### src/rtl/contiguous_page_allocator_top_defines.svh
// Assertion macros for the contiguous page allocator.
// Included by contiguous_page_allocator_top; expects clk_i and rst_ni in scope.
`ifndef CONTIGUOUS_PAGE_ALLOCATOR_TOP_DEFINES_SVH
`define CONTIGUOUS_PAGE_ALLOCATOR_TOP_DEFINES_SVH

// Same-cycle implication, checked out of reset.
`define CPA_ASSERT_IMP(label, ante, cons, msg) \
  label: assert property (@(posedge clk_i) disable iff (!rst_ni) (ante) |-> (cons)) \
    else $error(msg);

// Next-cycle implication, checked out of reset.
`define CPA_ASSERT_NXT(label, ante, cons, msg) \
  label: assert property (@(posedge clk_i) disable iff (!rst_ni) (ante) |=> (cons)) \
    else $error(msg);

`endif

### src/rtl/cpa_pkg.sv
// Shared types and constants of the contiguous page allocator.
// Used by the controller, the datapath and the top level; depends on nothing.
package cpa_pkg;

  localparam int ADDR_W    = 32;
  localparam int LEN_W     = 11;
  localparam int CFG_W     = 32;
  localparam int CFG_IDX_W = 2;

  localparam int MAX_PAGES_DEF  = 1024;
  localparam int PAGE_BYTES_DEF = 4096;

  localparam logic [CFG_IDX_W-1:0] REG_BASE_PADDR     = 2'd0;
  localparam logic [CFG_IDX_W-1:0] REG_MANAGED_PAGES  = 2'd1;
  localparam logic [CFG_IDX_W-1:0] REG_RESERVED_PAGES = 2'd2;

  localparam logic [LEN_W-1:0] MANAGED_PAGES_RST = 11'd1024;

  localparam logic OP_ALLOC = 1'b0;
  localparam logic OP_FREE  = 1'b1;

  localparam logic [1:0] ST_OK       = 2'd0;
  localparam logic [1:0] ST_NO_SPACE = 2'd1;
  localparam logic [1:0] ST_BAD      = 2'd2;

  typedef struct packed {
    logic              op;
    logic [LEN_W-1:0]  page_count;
    logic [ADDR_W-1:0] release_addr;
  } cpa_req_t;

  typedef struct packed {
    logic [ADDR_W-1:0] block_addr;
    logic [1:0]        status;
  } cpa_rsp_t;

  // Controller to datapath.
  typedef struct packed {
    logic       capture;
    logic       scan;
    logic       walk;
    logic       walk_mark;
    logic       free_len;
    logic       load_out;
    logic [1:0] rsp_status;
  } cpa_cmd_t;

  // Datapath to controller.
  typedef struct packed {
    logic found;
    logic scan_done;
    logic want_zero;
    logic bad_free;
    logic len_zero;
    logic walk_done;
  } cpa_stat_t;

endpackage

### src/rtl/cpa_ctrl.sv
// Sequencing state machine of the contiguous page allocator.
// Drives cpa_pkg::cpa_cmd_t to the datapath and reads cpa_pkg::cpa_stat_t back.
module cpa_ctrl (
  input  logic                clk_i,
  input  logic                rst_ni,
  input  logic                in_valid_i,
  input  logic                in_op_i,
  output logic                in_ready_o,
  output logic                out_valid_o,
  input  logic                out_ready_i,
  input  cpa_pkg::cpa_stat_t  stat_i,
  output cpa_pkg::cpa_cmd_t   cmd_o
);

  typedef enum logic [2:0] {
    S_CLEAR,
    S_IDLE,
    S_SCAN,
    S_MARK,
    S_FCHK,
    S_FLEN,
    S_FWALK,
    S_DONE
  } state_e;

  state_e     state_q;
  logic       out_valid_q;
  logic [1:0] rsp_code_q;
  logic       out_free;

  assign out_free    = !out_valid_q || out_ready_i;
  assign in_ready_o  = (state_q == S_IDLE);
  assign out_valid_o = out_valid_q;

  always_comb begin
    cmd_o            = '0;
    cmd_o.capture    = (state_q == S_IDLE) && in_valid_i;
    cmd_o.scan       = (state_q == S_SCAN);
    cmd_o.walk       = (state_q == S_CLEAR) || (state_q == S_MARK) || (state_q == S_FWALK);
    cmd_o.walk_mark  = (state_q == S_MARK);
    cmd_o.free_len   = (state_q == S_FLEN);
    cmd_o.load_out   = (state_q == S_DONE) && out_free;
    cmd_o.rsp_status = rsp_code_q;
  end

  always_ff @(posedge clk_i or negedge rst_ni) begin
    if (!rst_ni) begin
      state_q     <= S_CLEAR;
      out_valid_q <= 1'b0;
      rsp_code_q  <= cpa_pkg::ST_OK;
    end else begin
      if ((state_q == S_DONE) && out_free) begin
        out_valid_q <= 1'b1;
      end else if (out_valid_q && out_ready_i) begin
        out_valid_q <= 1'b0;
      end
      case (state_q)
        S_CLEAR: begin
          if (stat_i.walk_done) begin
            state_q <= S_IDLE;
          end
        end
        S_IDLE: begin
          if (in_valid_i) begin
            rsp_code_q <= cpa_pkg::ST_OK;
            state_q    <= (in_op_i == cpa_pkg::OP_ALLOC) ? S_SCAN : S_FCHK;
          end
        end
        S_SCAN: begin
          if (stat_i.want_zero) begin
            rsp_code_q <= cpa_pkg::ST_NO_SPACE;
            state_q    <= S_DONE;
          end else if (stat_i.found) begin
            state_q <= S_MARK;
          end else if (stat_i.scan_done) begin
            rsp_code_q <= cpa_pkg::ST_NO_SPACE;
            state_q    <= S_DONE;
          end
        end
        S_MARK: begin
          if (stat_i.walk_done) begin
            state_q <= S_DONE;
          end
        end
        S_FCHK: begin
          if (stat_i.bad_free) begin
            rsp_code_q <= cpa_pkg::ST_BAD;
            state_q    <= S_DONE;
          end else begin
            state_q <= S_FLEN;
          end
        end
        S_FLEN: begin
          // A page that does not start a run releases nothing.
          state_q <= stat_i.len_zero ? S_DONE : S_FWALK;
        end
        S_FWALK: begin
          if (stat_i.walk_done) begin
            state_q <= S_DONE;
          end
        end
        S_DONE: begin
          if (out_free) begin
            state_q <= S_IDLE;
          end
        end
        default: begin
          state_q <= S_IDLE;
        end
      endcase
    end
  end

endmodule

### config.mk
export PLATFORM = sky130hd
export DESIGN_NAME = cpa_ctrl
export DESIGN_NICKNAME = d
export VERILOG_FILES = /design/src/rtl/contiguous_page_allocator_top_defines.svh /design/src/rtl/cpa_pkg.sv /design/src/rtl/cpa_ctrl.sv
export SDC_FILE = /design/constraint.sdc
export NUM_CORES = 1
export LEC_CHECK = 0
export BUFFER_PORTS_ARGS = -buffer_cell sky130_fd_sc_hd__buf_2
export CAP_MARGIN = 20
export CORE_AREA = 8 8 45 47
export DETAILED_ROUTE_END_ITERATION = 7
export DIE_AREA = 0 0 53 55
export SYNTH_ARGS = -nofsm -noshare
export SYNTH_HDL_FRONTEND = slang
export SYNTH_SLANG_ARGS = --single-unit
### constraint.sdc
create_clock -name clk_i -period 1.91 [get_ports clk_i]
set_input_delay 0.191 -clock clk_i [delete_from_list [all_inputs] [get_ports clk_i]]
set_output_delay 0.191 -clock clk_i [all_outputs]
set_load 0.05 [all_outputs]
==> flow_summary.toml <==
[outcome]
status = "complete, no violations"

[routing]
vias = 459
remaining_drc_errors = 0
dr.first_iter.drc_count = 11
via_per_inst = 5.04
routed_wl_um = 1160
drtPass1Iterations = 4
wire_per_inst_um = 12.7
ant_nets = 0

[floorplanning]
design.core.area_sq_um = 1380
core.rowCount = 14
die_h_um = 55
die-area_sq_um = 2920
chipWidth_um = 53
initial_core_util_pct = 32.1
num_io_pins = 21

[pwr]
power_density_nw_per_um2 = 2000
leakage_nw = 0.299
irDropWorstVdd_uv = 677

[final_layout]
regArea_sq_um = 150
syn2layout_area_growth_pct = 38.6
drive_gt1_share_pct = 42.7
postLayoutCoreUtil_pct = 44.5
nNetsFinal = 88
num-fill-cells = 147
multi_input_area_sq_um = 287
antennaDiodeCount = 0
finalInstanceArea_sq_um = 616
post_layout_nonfiller_instances = 91

[place]
dp_cells = 87
gp_congestion = 0.855
dpl_cell_area_sq_um = 583
dp_hpwl_um = 980
port-buffer-count = 20

[critical_path]
cp-start-kind = "flip-flop"
path_max_fanout = 9
arrival_ns = 1.53
crit_start = "state_q[2]"
r2r-start = "state_q[2]"
cp-end-kind = "output port"
required_ns = 1.72
criticalPathCategory = "reg -> out"

[logic_synthesis]
yosys_most_used_dff = "dfrtp_1"
syn_area_sq_um = 444
synth_area_per_cell_sq_um = 8.54
synth_cell_type_count = 27
synth.most_common_cell = "dfrtp_1"
syn-num-nets = 63
syn_inst = 52
synth_common_cells = "6 x dfrtp_1, 5 x a21oi_1, 5 x nor2_1, 4 x nand2_1, 4 x nand2b_1"
synth-edff-count = 0
ys_seq_area_share_pct = 33.8
yosys_warnings = 0
post-synth-top-area-cell = "dfrtp_1"
synthTopCellsByArea = "dfrtp_1 34%, a21oi_1 5.6%, nand2b_1 5.6%"
async_flop_share_pct = 100
yosysTopAreaCellShare_pct = 33.8
ys_ff_latch = 6

[clock_network]
cts_buffer_depth = 2
worstSkewPairLatency_ns = 0.24
cts_setup_buffers = 0
numCtsBuffers = 3
holdBufCountCts = 1
htreeDepth = 1
clk_pin_slew_worst_paths_ns = 0.05
cts_tree = "yes"
cts_root_buf = "clkbuf_4"
clkSinkCount = 6
ctsResizeCount = 0

[global_routing]
grt_pass1_vias = 435
grt_first_pass_wirelength_um = 1790
grt.overflow.total = 0
grt_max_degree = 10
grtUsageTotal_pct = 8.34
antenna_found_initial = 0

[timing]
rsz0062_at_grt = "false"
final_max_slew_viol_count = 0
skew_ns = 0.00716
period_needed_ns = 1.72
min_period_over_period_pct = 90.2
fmax_mhz = 581
slew_headroom_pct = 74.3
worst_slew_pin_slew_ns = 0.385
setup_viol = 0
setup_tns_ns = 0
hold_viol = 0

[flow_run]
drv_cap = 0

[min_path]
hold_start = "out_ready_i"
hold_class = "in -> reg"
-- power by group --
part	switching, mW	leakage, nW	internal, mW
sequential	0.0925	0.0705	0.187
clock	0.0428	0.0138	0.0709
combinational	0.562	0.214	0.274
total	0.697	0.299	0.531
-- cells in the final DEF (no fill, tap or decap) --
master and instances:
inv_1 1, nor4b_1 1, nand2b_1 4, and3b_1 1, nor2b_1 1, clkbuf_4 3, a21oi_1 5, a221oi_1 1
nand3b_1 1, o21ai_0 3, buf_4 3, dlygate4sd3_1 1, xor2_1 1, o22ai_2 1, and2_2 1, buf_2 20
o21ai_1 1, o21a_1 1, dfrtp_1 6, or2_2 1, nand2_1 4, nand3_1 2, or3_1 1, nor2_1 5
mux2_1 2, a221oi_2 1, o2bb2ai_1 1, nor3b_4 2
-- through the flow --
stage	setup slack [ns]	power [mW]	hold WS, ns
finish	0.188	1.23	0.252
global route	0.0942	1.31	0.252
CTS	0.169	1.24	0.246
detailed placement	0.246	1.12	0.0223
global placement	0.301	1.11	0.0209
floorplan	-0.0768	0.947	-0.105
-- worst max-delay path: stages, from the launching register on --
cell     delay, ns
dfrtp_1       0.57
buf_4         0.22
nand3_1       0.12
nor2_1        0.11
buf_2         0.27
-- cells by family (layout without fill, tap and decap cells) --
kind of cell / Yosys count / count (layout) / synth area share (%)
simple gates: 24 / 24 / 32.4
mux: 2 / 2 / 5.07
compound gates: 14 / 14 / 20.6
buf+inv: 5 / 28 / 6.19
xor+xnor: 1 / 1 / 1.97
flops: 6 / 6 / 33.8
-- per-layer routing --
layer / up-vias / routed length, um / track usage (%)
met1: 210 / 447 / 8.29
met3: 0 / 89 / 2.14
met4: 0 / 0 / 7.76
met2: 14 / 622 / 14.1
li1: 235 / - / -
met5: - / 0 / 0
-- sequential cells by signal, indices dropped and copies added (netlist names) --
name,flops
out_valid_o,1
rsp_code_q,2
state_q,3
-- final cells by class --
type                            instances  share of cell area, %
Clock buffer                            3                   3.66
Inverter                                1                  0.610
Multi-Input combinational cell         41                   46.5
Sequential cell                         6                   24.4
Tap cell                               16                   3.25
Timing Repair Buffer                   24                   21.5
-- final timing paths --
kind,to,slack (ns),depth (start not counted)
hold / removal,out_valid_o,0.25,3
max in group asynchronous,out_valid_o,1.46,2
setup / recovery,cmd_o[2],0.19,4
min in group asynchronous,state_q[2],0.30,2
setup reg to reg,state_q[0],0.24,5
hold reg to reg,rsp_code_q[0],0.48,1
Power figures use the tool's default switching activity.
